`src/rtl/nds_pkg.sv`:
```
`default_nettype none
package nds_pkg;

    localparam int PITCH_W    = 7;
    localparam int VEL_W      = 7;
    localparam int DUR_W      = 16;
    localparam int CFG_IDX_W  = 1;
    localparam int CFG_DATA_W = 16;
    localparam int RESULT_CAP = 16;
    localparam int CNT_W      = $clog2(RESULT_CAP + 1);

    typedef enum logic [1:0] {
        MODE_NOTE  = 2'd0,
        MODE_TICK  = 2'd1,
        MODE_STOP  = 2'd2,
        MODE_CLEAR = 2'd3
    } mode_t;

    typedef enum logic [CFG_IDX_W-1:0] {
        REG_NOTE_VELOCITY = 1'd0,
        REG_NOTE_DURATION = 1'd1
    } reg_idx_t;

    typedef enum logic [2:0] {
        ST_IDLE,
        ST_NOTE,
        ST_SCAN,
        ST_DRAIN,
        ST_FLUSH
    } state_t;

    typedef struct packed {
        logic load;
        logic clear_all;
        logic note_step;
        logic scan_issue;
        logic flush;
    } nds_cmd_t;

    typedef struct packed {
        logic note_done;
        logic idx_last;
    } nds_status_t;

endpackage
`default_nettype wire

```
`src/rtl/nds_ram.sv`:
```
`default_nettype none
module nds_ram #(
    parameter int WIDTH = 8,
    parameter int DEPTH = 16,
    parameter int AW    = (DEPTH > 1) ? $clog2(DEPTH) : 1
) (
    input  wire logic             clk,
    input  wire logic             we,
    input  wire logic [AW-1:0]    waddr,
    input  wire logic [WIDTH-1:0] wdata,
    input  wire logic [AW-1:0]    raddr,
    output logic      [WIDTH-1:0] rdata
);

    logic [WIDTH-1:0] mem [DEPTH];

    always_ff @(posedge clk)
    begin
        if (we)
        begin
            mem[waddr] <= wdata;
        end
        rdata <= mem[raddr];
    end

endmodule
`default_nettype wire

```
`src/rtl/nds_ctrl.sv`:
```
`default_nettype none
module nds_ctrl
    import nds_pkg::*;
(
    input  wire logic        clk,
    input  wire logic        rst_n,
    input  wire logic        start,
    input  wire mode_t       mode,
    input  wire nds_status_t status,
    output nds_cmd_t         cmd,
    output logic             busy
);

    state_t state_reg;
    state_t state_next;

    always_ff @(posedge clk or negedge rst_n)
    begin
        if (!rst_n)
        begin
            state_reg <= ST_IDLE;
        end
        else
        begin
            state_reg <= state_next;
        end
    end

    always_comb
    begin
        state_next = state_reg;
        cmd        = '0;
        busy       = 1'b1;
        unique case (state_reg)
            ST_IDLE:
            begin
                busy = 1'b0;
                if (start)
                begin
                    cmd.load = 1'b1;
                    unique case (mode)
                        MODE_NOTE:  state_next = ST_NOTE;
                        MODE_TICK:  state_next = ST_SCAN;
                        MODE_STOP:  state_next = ST_SCAN;
                        MODE_CLEAR: cmd.clear_all = 1'b1;
                        default:    state_next = ST_IDLE;
                    endcase
                end
            end
            ST_NOTE:
            begin
                cmd.note_step = 1'b1;
                if (status.note_done)
                begin
                    state_next = ST_IDLE;
                end
            end
            ST_SCAN:
            begin
                cmd.scan_issue = 1'b1;
                if (status.idx_last)
                begin
                    state_next = ST_DRAIN;
                end
            end
            // last slot read is processed here
            ST_DRAIN:
            begin
                state_next = ST_FLUSH;
            end
            ST_FLUSH:
            begin
                cmd.flush  = 1'b1;
                state_next = ST_IDLE;
            end
            default:
            begin
                state_next = ST_IDLE;
            end
        endcase
    end

endmodule
`default_nettype wire

```
`src/rtl/nds_datapath.sv`:
```
`default_nettype none
module nds_datapath
    import nds_pkg::*;
#(
    parameter int MAX_NOTES = 16
) (
    input  wire logic                  clk,
    input  wire logic                  rst_n,
    input  wire nds_cmd_t              cmd,
    output nds_status_t                status,
    input  wire mode_t                 mode,
    input  wire logic [PITCH_W-1:0]    pitch,
    input  wire logic                  wr_en,
    input  wire logic [CFG_IDX_W-1:0]  wr_index,
    input  wire logic [CFG_DATA_W-1:0] wr_data,
    output logic                       result_valid,
    output logic [PITCH_W-1:0]         out_pitch,
    output logic [VEL_W-1:0]           out_velocity,
    output logic                       table_full,
    output logic                       last
);

    localparam int AW     = (MAX_NOTES > 1) ? $clog2(MAX_NOTES) : 1;
    localparam int SLOT_W = PITCH_W + DUR_W;

    logic [VEL_W-1:0]     vel_reg;
    logic [DUR_W-1:0]     dur_reg;
    mode_t                mode_reg;
    logic [PITCH_W-1:0]   pitch_reg;
    logic [MAX_NOTES-1:0] valid_reg, valid_next;
    logic [AW-1:0]        idx_reg, idx_next;
    logic [CNT_W-1:0]     cnt_reg, cnt_next;
    logic                 pend_valid_reg, pend_valid_next;
    logic [PITCH_W-1:0]   pend_pitch_reg, pend_pitch_next;
    logic                 s2_valid_reg, s2_valid_next;
    logic [AW-1:0]        s2_idx_reg;
    logic                 out_valid_reg;
    logic [PITCH_W-1:0]   out_pitch_reg;
    logic [VEL_W-1:0]     out_vel_reg;
    logic                 out_full_reg;
    logic                 out_last_reg;

    logic                 ram_we;
    logic [AW-1:0]        ram_waddr;
    logic [SLOT_W-1:0]    ram_wdata;
    logic [SLOT_W-1:0]    ram_rdata;
    logic [PITCH_W-1:0]   rd_pitch;
    logic [DUR_W-1:0]     rd_rem;
    logic                 idx_at_last;
    logic                 take;
    logic                 emit;
    logic [PITCH_W-1:0]   emit_pitch;
    logic [VEL_W-1:0]     emit_vel;
    logic                 emit_full;
    logic                 emit_last;

    nds_ram #(
        .WIDTH (SLOT_W),
        .DEPTH (MAX_NOTES)
    ) u_slot_ram (
        .clk   (clk),
        .we    (ram_we),
        .waddr (ram_waddr),
        .wdata (ram_wdata),
        .raddr (idx_reg),
        .rdata (ram_rdata)
    );

    assign rd_pitch    = ram_rdata[SLOT_W-1:DUR_W];
    assign rd_rem      = ram_rdata[DUR_W-1:0];
    assign idx_at_last = (idx_reg == AW'(MAX_NOTES - 1));

    assign status.note_done = !valid_reg[idx_reg] || idx_at_last;
    assign status.idx_last  = idx_at_last;

    always_ff @(posedge clk or negedge rst_n)
    begin
        if (!rst_n)
        begin
            vel_reg <= '0;
            dur_reg <= '0;
        end
        else if (wr_en)
        begin
            unique case (reg_idx_t'(wr_index))
                REG_NOTE_VELOCITY: vel_reg <= wr_data[VEL_W-1:0];
                REG_NOTE_DURATION: dur_reg <= wr_data[DUR_W-1:0];
                default:           vel_reg <= vel_reg;
            endcase
        end
    end

    always_comb
    begin
        valid_next      = valid_reg;
        idx_next        = idx_reg;
        cnt_next        = cnt_reg;
        pend_valid_next = pend_valid_reg;
        pend_pitch_next = pend_pitch_reg;
        s2_valid_next   = cmd.scan_issue;
        ram_we          = 1'b0;
        ram_waddr       = s2_idx_reg;
        ram_wdata       = {rd_pitch, rd_rem};
        take            = 1'b0;
        emit            = 1'b0;
        emit_pitch      = pend_pitch_reg;
        emit_vel        = '0;
        emit_full       = 1'b0;
        emit_last       = 1'b0;

        if (cmd.load)
        begin
            idx_next        = '0;
            cnt_next        = '0;
            pend_valid_next = 1'b0;
        end
        if (cmd.clear_all)
        begin
            valid_next = '0;
        end

        // search for the lowest free slot, one per cycle
        if (cmd.note_step)
        begin
            idx_next = idx_reg + 1'b1;
            if (!valid_reg[idx_reg])
            begin
                valid_next[idx_reg] = 1'b1;
                ram_we     = 1'b1;
                ram_waddr  = idx_reg;
                ram_wdata  = {pitch_reg, dur_reg};
                emit       = 1'b1;
                emit_pitch = pitch_reg;
                emit_vel   = vel_reg;
                emit_last  = 1'b1;
            end
            else if (idx_at_last)
            begin
                emit       = 1'b1;
                emit_pitch = pitch_reg;
                emit_vel   = vel_reg;
                emit_full  = 1'b1;
                emit_last  = 1'b1;
            end
        end

        if (cmd.scan_issue)
        begin
            idx_next = idx_reg + 1'b1;
        end

        // second scan stage: slot data is back from the RAM
        if (s2_valid_reg && valid_reg[s2_idx_reg])
        begin
            if (mode_reg == MODE_TICK)
            begin
                if (rd_rem <= DUR_W'(1))
                begin
                    if (cnt_reg < CNT_W'(RESULT_CAP))
                    begin
                        take = 1'b1;
                    end
                    else
                    begin
                        ram_we    = 1'b1;
                        ram_wdata = {rd_pitch, {DUR_W{1'b0}}};
                    end
                end
                else
                begin
                    ram_we    = 1'b1;
                    ram_wdata = {rd_pitch, rd_rem - 1'b1};
                end
            end
            else if (mode_reg == MODE_STOP && cnt_reg < CNT_W'(RESULT_CAP))
            begin
                take = 1'b1;
            end
        end

        // hold each note-off until the next one is found so the final one can carry last
        if (take)
        begin
            valid_next[s2_idx_reg] = 1'b0;
            cnt_next               = cnt_reg + 1'b1;
            pend_valid_next        = 1'b1;
            pend_pitch_next        = rd_pitch;
            emit                   = pend_valid_reg;
        end

        if (cmd.flush && pend_valid_reg)
        begin
            emit            = 1'b1;
            emit_last       = 1'b1;
            pend_valid_next = 1'b0;
        end
    end

    always_ff @(posedge clk or negedge rst_n)
    begin
        if (!rst_n)
        begin
            valid_reg      <= '0;
            idx_reg        <= '0;
            cnt_reg        <= '0;
            pend_valid_reg <= 1'b0;
            s2_valid_reg   <= 1'b0;
            out_valid_reg  <= 1'b0;
        end
        else
        begin
            valid_reg      <= valid_next;
            idx_reg        <= idx_next;
            cnt_reg        <= cnt_next;
            pend_valid_reg <= pend_valid_next;
            s2_valid_reg   <= s2_valid_next;
            out_valid_reg  <= emit;
        end
    end

    always_ff @(posedge clk)
    begin
        pend_pitch_reg <= pend_pitch_next;
        s2_idx_reg     <= idx_reg;
        if (cmd.load)
        begin
            mode_reg  <= mode;
            pitch_reg <= pitch;
        end
        if (emit)
        begin
            out_pitch_reg <= emit_pitch;
            out_vel_reg   <= emit_vel;
            out_full_reg  <= emit_full;
            out_last_reg  <= emit_last;
        end
    end

    assign result_valid = out_valid_reg;
    assign out_pitch    = out_pitch_reg;
    assign out_velocity = out_vel_reg;
    assign table_full   = out_full_reg;
    assign last         = out_last_reg;

endmodule
`default_nettype wire

```
`src/rtl/note_duration_scheduler.sv`:
```
// Note duration scheduler: turns pitches into note-on / note-off pairs.
// Input: an item is taken on a rising edge with start high and busy low.
//   mode 0 sends a note-on (pitch, note_velocity) and stores the note in the
//   lowest free slot for note_duration ticks; table_full flags a full table.
//   mode 1 counts slots down and sends velocity-0 note-offs for expired ones.
//   mode 2 sends note-offs for all active slots; mode 3 drops them silently.
// Output: each result shows for one cycle with result_valid high; last marks
//   the final result of an item. The receiver cannot stall the block.
// Config: wr_en/wr_index/wr_data write note_velocity (0) or note_duration (1)
//   at once; write only while busy is low.
// Sequence: a note item searches the slots from slot 0 upwards and stops at
//   the first free slot (the last slot when the table is full); its result
//   shows in the cycle after its last search step. Tick and stop items scan
//   one slot per cycle through the slot RAM read port, then pass a drain and
//   a flush state; each note-off is held until the next one is found, and the
//   final one shows in the cycle after the flush state. A clear item leaves
//   the block idle. At most 16 results come from one item.
// Reset: clears all slots and both registers; no clearing pass is needed.
`default_nettype none
module note_duration_scheduler
    import nds_pkg::*;
#(
    parameter int MAX_NOTES = 16
) (
    input  wire logic                  clk,
    input  wire logic                  rst_n,
    input  wire logic                  start,
    output logic                       busy,
    input  wire logic [1:0]            mode,
    input  wire logic [PITCH_W-1:0]    pitch,
    input  wire logic                  wr_en,
    input  wire logic [CFG_IDX_W-1:0]  wr_index,
    input  wire logic [CFG_DATA_W-1:0] wr_data,
    output logic                       result_valid,
    output logic [PITCH_W-1:0]         out_pitch,
    output logic [VEL_W-1:0]           out_velocity,
    output logic                       table_full,
    output logic                       last
);

    nds_cmd_t    cmd;
    nds_status_t status;
    mode_t       mode_in;

    assign mode_in = mode_t'(mode);

    nds_ctrl u_ctrl (
        .clk    (clk),
        .rst_n  (rst_n),
        .start  (start),
        .mode   (mode_in),
        .status (status),
        .cmd    (cmd),
        .busy   (busy)
    );

    nds_datapath #(
        .MAX_NOTES (MAX_NOTES)
    ) u_datapath (
        .clk          (clk),
        .rst_n        (rst_n),
        .cmd          (cmd),
        .status       (status),
        .mode         (mode_in),
        .pitch        (pitch),
        .wr_en        (wr_en),
        .wr_index     (wr_index),
        .wr_data      (wr_data),
        .result_valid (result_valid),
        .out_pitch    (out_pitch),
        .out_velocity (out_velocity),
        .table_full   (table_full),
        .last         (last)
    );

endmodule
`default_nettype wire

```
`config.mk`:
```
export PLATFORM = sky130hd
export DESIGN_NAME = note_duration_scheduler
export DESIGN_NICKNAME = d
export VERILOG_FILES = /design/src/rtl/nds_pkg.sv /design/src/rtl/nds_ram.sv /design/src/rtl/nds_ctrl.sv /design/src/rtl/nds_datapath.sv /design/src/rtl/note_duration_scheduler.sv
export SDC_FILE = /design/constraint.sdc
export NUM_CORES = 1
export LEC_CHECK = 0
export CORE_MARGIN = 3
export CORE_UTILIZATION = 51
export CTS_CLUSTER_DIAMETER = 200
export DETAILED_ROUTE_END_ITERATION = 12
export DONT_BUFFER_PORTS = 1
export PLACE_DENSITY = 0.77
export SLEW_MARGIN = 5
export SYNTH_ARGS = -nofsm -noshare
export SYNTH_HDL_FRONTEND = slang
export SYNTH_SLANG_ARGS = --single-unit
```
`constraint.sdc`:
```
create_clock -name clk -period 6.4 [get_ports clk]
set_input_delay 1.28 -clock clk [delete_from_list [all_inputs] [get_ports clk]]
set_output_delay 1.28 -clock clk [all_outputs]
set_load 0.005 [all_outputs]
```
==> results of run 1 <==
-- cells by family (layout without fill, tap and decap cells) --
kind of cell | count (synthesis) | in the layout | synth area share, %
mux | 185 | 185 | 17.72
other cells | 0 | 1 | 0
fa+ha+maj | 9 | 9 | 0.5858
xor+xnor | 7 | 7 | 0.3190
simple gates | 127 | 127 | 3.619
flops | 481 | 481 | 72.33
compound gates | 95 | 95 | 3.723
buf+inv | 65 | 123 | 1.699
-- per-stage QoR --
stage,util [%],std cells
2_1_floorplan,-,969
6_report,57.97,1532
3_3_place_gp,53.68,1443
3_5_place_dp,53.68,1443
4_1_cts,57.93,1531
5_1_grt,57.96,1531
-- cells in the final DEF (no fill, tap or decap), drive strengths merged, types with 20 or more instances in the layout --
master / count
clkbuf: 65
mux4: 120
nand2: 20
a31oi: 24
buf: 23
nor2: 35
mux2: 40
dfrtp: 54
edfxtp: 400
mux2i: 25
dfxtp: 27
-- worst max-delay path by stage --
| stage | to | depth (start not counted) | slack [ns] | start |
|---|---|---|---|---|
| floorplan | u_datapath.u_slot_ram.mem[10][0]$_DFFE_PP_ | 9 | 3.24 | u_datapath.idx_reg[1]$_DFFE_PN0P_ |
| global placement | u_datapath.u_slot_ram.mem[13][18]$_DFFE_PP_ | 6 | 2.46 | u_datapath.idx_reg[0]$_DFFE_PN0P_ |
| detailed placement | u_datapath.u_slot_ram.mem[0][10]$_DFFE_PP_ | 7 | 2.34 | u_datapath.idx_reg[0]$_DFFE_PN0P_ |
| CTS | u_datapath.u_slot_ram.mem[7][9]$_DFFE_PP_ | 7 | 2.34 | u_datapath.idx_reg[0]$_DFFE_PN0P_ |
| global route | u_datapath.u_slot_ram.mem[13][10]$_DFFE_PP_ | 7 | 1.98 | u_datapath.idx_reg[0]$_DFFE_PN0P_ |
| finish | u_datapath.u_slot_ram.mem[6][9]$_DFFE_PP_ | 7 | 2.33 | u_datapath.idx_reg[0]$_DFFE_PN0P_ |
-- critical path: stages, from the launching register on --
cell and delay [ns]:
dfrtp_4 1.10, nor2b_1 0.27, a22oi_1 0.14, a211o_1 0.36, nand2_1 0.37, buf_4 0.39
mux2i_1 0.12, o22ai_1 0.89
-- layer usage --
metal	vias up	share of wire [%]	track usage [%]
met5	-	0	0
met4	0	2.9	6.520
met3	89	7.3	3.641
met2	478	50	34.54
met1	5121	40	29.54
li1	4038	-	-
-- power by group through the flow --
stage	Sequential [mW]	Combinational (mW)	Clock, mW
6_report	4.77	2.47	2.77
5_1_grt	4.82	2.67	2.95
4_1_cts	4.77	2.47	2.81
3_5_place_dp	4.83	2.46	0
3_3_place_gp	4.81	2.37	0
2_1_floorplan	4.51	2.00	0
-- area by class of cell --
type                    instances  area, sq um  share of cell area, %
clock buffers                  65         1360                  6.363
repair buffers                 23        172.7                 0.8078
multi-input cells             423         5045                  23.60
clock inverters                23        206.4                 0.9659
diodes                          1        2.502                0.01171
well taps                     504        630.6                  2.950
flip-flops and latches        481        13910                  65.09
inverters                      12        45.04                 0.2107
==> results.md, run 1 <==
- Status: complete, no violations
- # clock sinks: around 480
- FF-to-FF End: u_datapath.u_slot_ram.mem[6][9]$_DFFE_PP_
- Die width: 200.1 um
- Mapped Area: slightly below 0.02 sq mm
- Placement Rows: 70
- Number of global-route vias before repair: between 9000 and 10000
- CP Max Fanout: 56
- Final min period: between 4 and 5 ns
- R2R cell count: 7
- Fin crit share: about 64%
- Max reg flops: around 370
- Setup bufs post-CTS: 0
- Crit end category: flop
- DRT antenna net count: 0
- Port bufs: 0
- Worst-Skew Late Latency: 0.57 ns
- DIE AREA: 0.04006 sq mm
- FMAX: around 250 MHz
- Final Skew: 0.01326 ns
- Reg2Reg Launch Point: u_datapath.idx_reg[0]$_DFFE_PN0P_
- Drt via density: approximately 6.3
- Crit path arrival time: around 4.3 ns
- PwrDens: around 470 mW/mm^2
- Cells taking the most area after synthesis: edfxtp_1 (62%), mux4_2 (14%), dfrtp_1 (7.0%)
- Fin. max-slew vios: 0
- Async set-reset flop share out of synthesis: between 10 and 15%
- Initial antenna violation count: 1
- Lkg Pwr: approximately 7 nW
- CTS clock-pin slew for the worst setup and hold paths: approximately 0.06 ns
- Syn Nets: roughly 1000
- R2r setup slk: 2.33 ns
- Sw Share: between 20% and 30%
- Final Hold Fails: 0
- Count leader, synth: edfxtp_1
- Synth Register Bits: between 400 and 500
- Fill cells: roughly 2600
- GRT Util Overall: a little over a fifth
- Placed inst area: 0.01979 sq mm
- Combinational share of power: around a quarter
- CTS resizes: 0
- First-pass GRT wire length: 63930 um
- Flop pwr share: 47.6%
- Net switching power: about 3.0 mW
- Setup TNS: 0 ns
- CTS Buf Count: 47
- Post-DP HPWL: roughly 24000 um
- Post-synth EDFFs: 400
- Fin Hold WS: approximately 0.41 ns
- Ys Warns: 0
- Rel. slew slack: between 20% and 30%
- Worst Path Required: between 6 and 7 ns
- Routed wire per std cell: roughly 27 um
- Final wirelength: 41860 um
- Unrepaired setup endpoints after global routing: false
- Slew at the pin closest to its max-slew limit: between 1 and 1.5 ns
- Cell Int Power: approximately 7 mW
- Share of cells above drive strength 1: a little over a quarter
- Buffer depth of the longest clock path: 3
- Biggest regs: u_datapath.u_slot_ram.mem: 368 flops, u_datapath.u_slot_ram.rdata: 23 flops
- Syn_area_per_cell: ~20 sq um
- Total global routing overflow: 0
- I/O Pins: 48
- Pwr Total: 10.01 mW
- Design Area, Final: roughly 0.021 sq mm
- Core footprint: ~0.037 sq mm
- Final net count: approximately 1000
- DP Worst Slack: between 2 and 2.5 ns
- Sequential area share after synthesis: between 70 and 80%
- Post-CTS Hold Fix Bufs: 0
- Area leader, netlist: edfxtp_1
- Clk pwr share: 27.7%
- CP startpoint kind: flop
- Final setup vio count: 0
- Max-cap violations: 0
- Initial drt markers: 1124
- Die height: 200.1 um
- H-tree level count: 2
- Routed vias: between 9000 and 10000
- Gate Count Post-Synth: between 900 and 1000
- Worst setup margin: between 2 and 2.5 ns
- Post-synth top flop: edfxtp_1
- Reg with most FFs: u_datapath.u_slot_ram.mem
- Worst IR Drop VDD: 288.3 uV
- GP Congestion: between 0.8 and 0.9
- TritonRoute pass-1 iters: 5
- Netlist cell types: just under 60
- Drt drc: 0
- Critical path type: reg2reg
- Share of the synthesized area in the top cell type: between 60 and 70%
- HP Class: in2async
- Largest net degree at the start of global routing: 58
- Post-synth top cells: edfxtp_1 (400), mux4_2 (119), dfrtp_1 (54)
- Initial Utilization: ~52%
- Root Buffer: clkbuf_16
- CTS tree: yes
- Layout area overhead: 11.20%
(Power assumes the default switching activity.)
==> inputs of run 2 (changes only) <==
--- a/config.mk
+++ b/config.mk
@@ -5,12 +5,13 @@
 export SDC_FILE = /design/constraint.sdc
 export NUM_CORES = 1
 export LEC_CHECK = 0
+export ABC_AREA = 1
 export CORE_MARGIN = 3
 export CORE_UTILIZATION = 51
 export CTS_CLUSTER_DIAMETER = 200
 export DETAILED_ROUTE_END_ITERATION = 12
 export DONT_BUFFER_PORTS = 1
-export PLACE_DENSITY = 0.77
+export PLACE_DENSITY = 0.8
 export SLEW_MARGIN = 5
 export SYNTH_ARGS = -nofsm -noshare
 export SYNTH_HDL_FRONTEND = slang
==> constraint.sdc (replaced) <==
create_clock -name clk -period 3.6 [get_ports clk]
set_input_delay 0.72 -clock clk [delete_from_list [all_inputs] [get_ports clk]]
set_output_delay 0.72 -clock clk [all_outputs]
set_load 0.005 [all_outputs]
==> run 2 against run 1 <==
Against the previous run: first-iteration DRC count grew 84%; maximum frequency grew 29%; die area grew 2.5%; utilization shrank 0.20 points; flip-flop and latch count is the same; critical path type unchanged; largest power group unchanged.
==> results.md, run 2 <==
- Adder-Cell Fraction of Synth Area: 0.5710% (was 0.5858%)
- Post-synth top flop: edfxtp_1 (unchanged)
- Layout Cells excl Fill: 2314 (was 1532)
- CTS resizes: 0 (unchanged)
- Initial drt markers: 2066 (was 1124)
- I/O Pins: 48 (unchanged)
- DP Worst Slack: 0.5760 ns (was 2.344 ns)
- Final min period: 3.158 ns (was 4.069 ns)
- Area leader, netlist: edfxtp_1 (unchanged)
- Worst IR Drop VDD: 652.3 uV (was 288.3 uV)
- Gate Count Post-Synth: 1753 (was 969)
- Async set-reset flop share out of synthesis: 11.23% (unchanged)
- Mapped Area: 0.01972 sq mm (was 0.01922 sq mm)
- Design Area, Final: 0.02191 sq mm (was 0.02137 sq mm)
- CTS Buf Count: 46 (was 47)
- R2R cell count: 13 (was 7)
- Critical path type: reg2reg (unchanged)
- Biggest regs: u_datapath.u_slot_ram.mem: 368 flops, u_datapath.u_slot_ram.rdata: 23 flops (unchanged)
- Post-synthesis compound-gate area fraction: 10.34% (was 3.723%)
- TritonRoute pass-1 iters: 6 (was 5)
- Unrepaired setup endpoints after global routing: false (unchanged)
- Fin crit share: 87.73% (was 63.58%)
- Most frequent cells in the layout: edfxtp_1 (400), nand2_1 (359), o21ai_0 (264) (was edfxtp_1 (400), mux4_2 (119), clkbuf_16 (52))
- Share of the synthesized area in the top cell type: 60.91% (was 62.49%)
- Final Hold Fails: 0 (unchanged)
- Post-synth top cells: edfxtp_1 (400), nand2_1 (359), o21ai_0 (264) (was edfxtp_1 (400), mux4_2 (119), dfrtp_1 (54))
- Routed vias: 13840 (was 9726)
- Commonest non-fill, non-tap cell in the layout: edfxtp_1 (unchanged)
- Reg2Reg Launch Point: u_datapath.u_slot_ram.rdata[1]$_DFF_P_ (was u_datapath.idx_reg[0]$_DFFE_PN0P_)
- Crit-path cells: inv_1, ha_1, inv_1, nor3_2, nand2_1, nand2_1, nand3_1, o21ai_1, nand2_1, inv_1, nand2_1, nand3_1, buf_4 (was nor2b_1, a22oi_1, a211o_1, nand2_1, buf_4, mux2i_1, o22ai_1)
- FMAX: 316.6 MHz (was 245.8 MHz)
- Slew at the pin closest to its max-slew limit: 1.111 ns (was 1.159 ns)
- Final net count: 1805 (was 1027)
- Setup bufs post-CTS: 0 (unchanged)
- CP startpoint kind: flop (unchanged)
- Cells taking the most area after synthesis: edfxtp_1 (61%), dfrtp_1 (6.9%), nand2_1 (6.8%) (was edfxtp_1 (62%), mux4_2 (14%), dfrtp_1 (7.0%))
- Pwr Total: 19.29 mW (was 10.01 mW)
- Final Skew: 0.02483 ns (was 0.01326 ns)
- GP Congestion: 0.9254 (was 0.8765)
- Crit path arrival time: 3.39 ns (was 4.26 ns)
- Post-Synth XOR/XNOR Area: 0.6217% (was 0.3189%)
- Port bufs: 0 (unchanged)
- Max stage delay on crit path: 0.46 ns (was 1.10 ns)
- Crit end category: flop (unchanged)
- Max reg flops: 368 (unchanged)
- CP Max Fanout: 17 (was 56)
- Root Buffer: clkbuf_16 (unchanged)
- Largest net degree at the start of global routing: 167 (was 58)
- Final setup vio count: 0 (unchanged)
- Lkg Pwr: 8.058 nW (was 6.924 nW)
- CTS clock-pin slew for the worst setup and hold paths: 0.06 ns (about the same)
- Placement Rows: 71 (was 70)
- Crit-path leading delay family: simple AND/OR/NAND/NOR gates (was compound AO/OA/AOI/OAI gates)
- Worst Path Buf+Inv: 4 (was 1)
- Number of global-route vias before repair: 13640 (was 9879)
- Routed wire per std cell: 21.50 um (was 27.33 um)
- Multiplexer area fraction after synthesis: 0% (was 17.72%)
- Netlist cell types: 34 (was 59)
- Worst-Skew Late Latency: 0.56 ns (was 0.57 ns)
- Core footprint: 0.03793 sq mm (was 0.03687 sq mm)
- Post-DP HPWL: 30160 um (was 23810 um)
- Initial antenna violation count: 0 (was 1)
- H-tree level count: 2 (unchanged)
- Final wirelength: 49760 um (was 41860 um)
- Initial Utilization: 51.99% (was 52.13%)
- DIE AREA: 0.04107 sq mm (was 0.04006 sq mm)
- Status: complete, no violations (unchanged)
- Sequential area share after synthesis: 70.50% (was 72.33%)
- Fill cells: 2915 (was 2581)
- Ys Warns: 0 (unchanged)
- Die width: 202.6 um (was 200.1 um)
- Top cell by count, worst path: nand2_1
- GRT Util Overall: 23.99% (was 21.11%)
- Count leader, synth: edfxtp_1 (unchanged)
- Synth Register Bits: 481 (unchanged)
- Die height: 202.6 um (was 200.1 um)
- Drt drc: 0 (unchanged)
- Antenna Cells: 0 (was 1)
- Worst setup margin: 0.4418 ns (was 2.331 ns)
- PwrDens: 880.3 mW/mm^2 (was 468.2 mW/mm^2)
- Largest family of logic cells by synthesized area: simple AND/OR/NAND/NOR gates (was multiplexers)
- Placed inst area: 0.02044 sq mm (was 0.01979 sq mm)
- Rel. slew slack: 25.92% (was 22.75%)
- Post-synth EDFFs: 400 (unchanged)
- Total global routing overflow: 0 (unchanged)
- Syn Nets: 1792 (was 1008)
- # clock sinks: 481 (unchanged)
- Drt via density: 5.981 (was 6.349)
- Worst Path Required: 3.83 ns (was 6.60 ns)
- Placed cells: 2228 (was 1443)
- Reg with most FFs: u_datapath.u_slot_ram.mem (unchanged)
- HP Class: in2async (unchanged)
- Share of cells above drive strength 1: 9.706% (was 27.36%)
- R2r setup slk: 0.44 ns (was 2.33 ns)
- Fin. max-slew vios: 0 (unchanged)
- CTS tree: yes (unchanged)
- FF-to-FF End: u_datapath.out_velocity[3]$_SDFFCE_PN0P_ (was u_datapath.u_slot_ram.mem[6][9]$_DFFE_PP_)
- Post-synthesis simple-gate area fraction: 14.11% (was 3.619%)
- Layout area overhead: 11.12% (was 11.20%)
- Setup TNS: 0 ns (unchanged)
- Buffer depth of the longest clock path: 3 (unchanged)
- Critical-path top delay cell: inv_1 (was dfrtp_4)
- Max-cap violations: 0 (unchanged)
- Syn_area_per_cell: 11.25 sq um (was 19.84 sq um)
- DRT antenna net count: 0 (unchanged)
- First-pass GRT wire length: 77330 um (was 63930 um)
-- run 2: changes by cell type after synthesis, sizes merged, moves of 40 or more --
cell	change
nor2	+216
mux4	-120
mux2	-40
o22ai	+78
o21ai	+267
inv	+80
nand2	+348
clkbuf	+46
-- run 2: final cells by class --
| type | instances | area (sq um) | area share (%) |
|---|---|---|---|
| Clock buffer | 63 | 1300 | 5.932 |
| Clock inverter | 22 | 147.6 | 0.6737 |
| Inverter | 93 | 352.8 | 1.610 |
| Multi-Input combinational cell | 1086 | 5097 | 23.26 |
| Sequential cell | 481 | 13910 | 63.47 |
| Tap cell | 511 | 639.4 | 2.918 |
| Timing Repair Buffer | 58 | 467.9 | 2.135 |
-- run 2: cells by family after synthesis --
kind of cell,Yosys count
simple gates,685
xor+xnor,14
buf+inv,186
flops,481
fa+ha+maj,9
compound gates,378
-- run 2: power by group --
part           leakage, nW  internal, mW  switching, mW
clock network        0.700          2.55           2.05
registers             4.53          7.81          0.506
logic                 2.83          1.59           4.79
total                 8.06          11.9           7.34
-- run 2: how the worst max path moves through the flow --
stage | from | to | slack, ns | cells after the start
after global placement | u_datapath.idx_reg[0]$_DFFE_PN0P_ | u_datapath.u_slot_ram.rdata[5]$_DFF_P_ | 0.65 | 6
after detailed placement | u_datapath.u_slot_ram.rdata[1]$_DFF_P_ | u_datapath.out_pitch[1]$_DFFE_PP_ | 0.58 | 13
after global routing | u_datapath.u_slot_ram.rdata[1]$_DFF_P_ | u_datapath.out_velocity[3]$_SDFFCE_PN0P_ | 0.30 | 13
final | u_datapath.u_slot_ram.rdata[1]$_DFF_P_ | u_datapath.out_velocity[3]$_SDFFCE_PN0P_ | 0.44 | 13
after floorplan | u_datapath.idx_reg[0]$_DFFE_PN0P_ | u_datapath.u_slot_ram.mem[10][0]$_DFFE_PP_ | 0.58 | 16
after CTS | u_datapath.u_slot_ram.rdata[1]$_DFF_P_ | u_datapath.out_velocity[3]$_SDFFCE_PN0P_ | 0.54 | 13
-- run 2: per-stage QoR --
step	util (%)	hold WS [ns]
after floorplan	-	0.3483
after global placement	53.88	0.4203
after detailed placement	53.88	0.4180
after CTS	57.77	0.02912
after global routing	57.77	0.04007
final	57.77	0.03387
-- run 2: timing repair --
item	in CTS	in global routing
hold endpoints to repair	54	0
hold buffers	1	0
setup endpoints to repair	0	0
-- run 2: worst reg2reg max path: stages, from the launching register on --
cell and delay (ns):
dfxtp_1 0.38, inv_1 0.13, ha_1 0.20, inv_1 0.06, nor3_2 0.23, nand2_1 0.20, nand2_1 0.17, nand3_1 0.10
o21ai_1 0.14, nand2_1 0.25, inv_1 0.46, nand2_1 0.14, nand3_1 0.13, buf_4 0.25
-- run 2: layer usage --
layer / GRT usage [%] / vias to the layer above / wire length [um]
li1: - / 6136 / -
met1: 32.39 / 6642 / 18890
met2: 38.40 / 905 / 23340
met3: 5.034 / 158 / 5519
met4: 9.800 / 0 / 2001
met5: 0 / - / 0
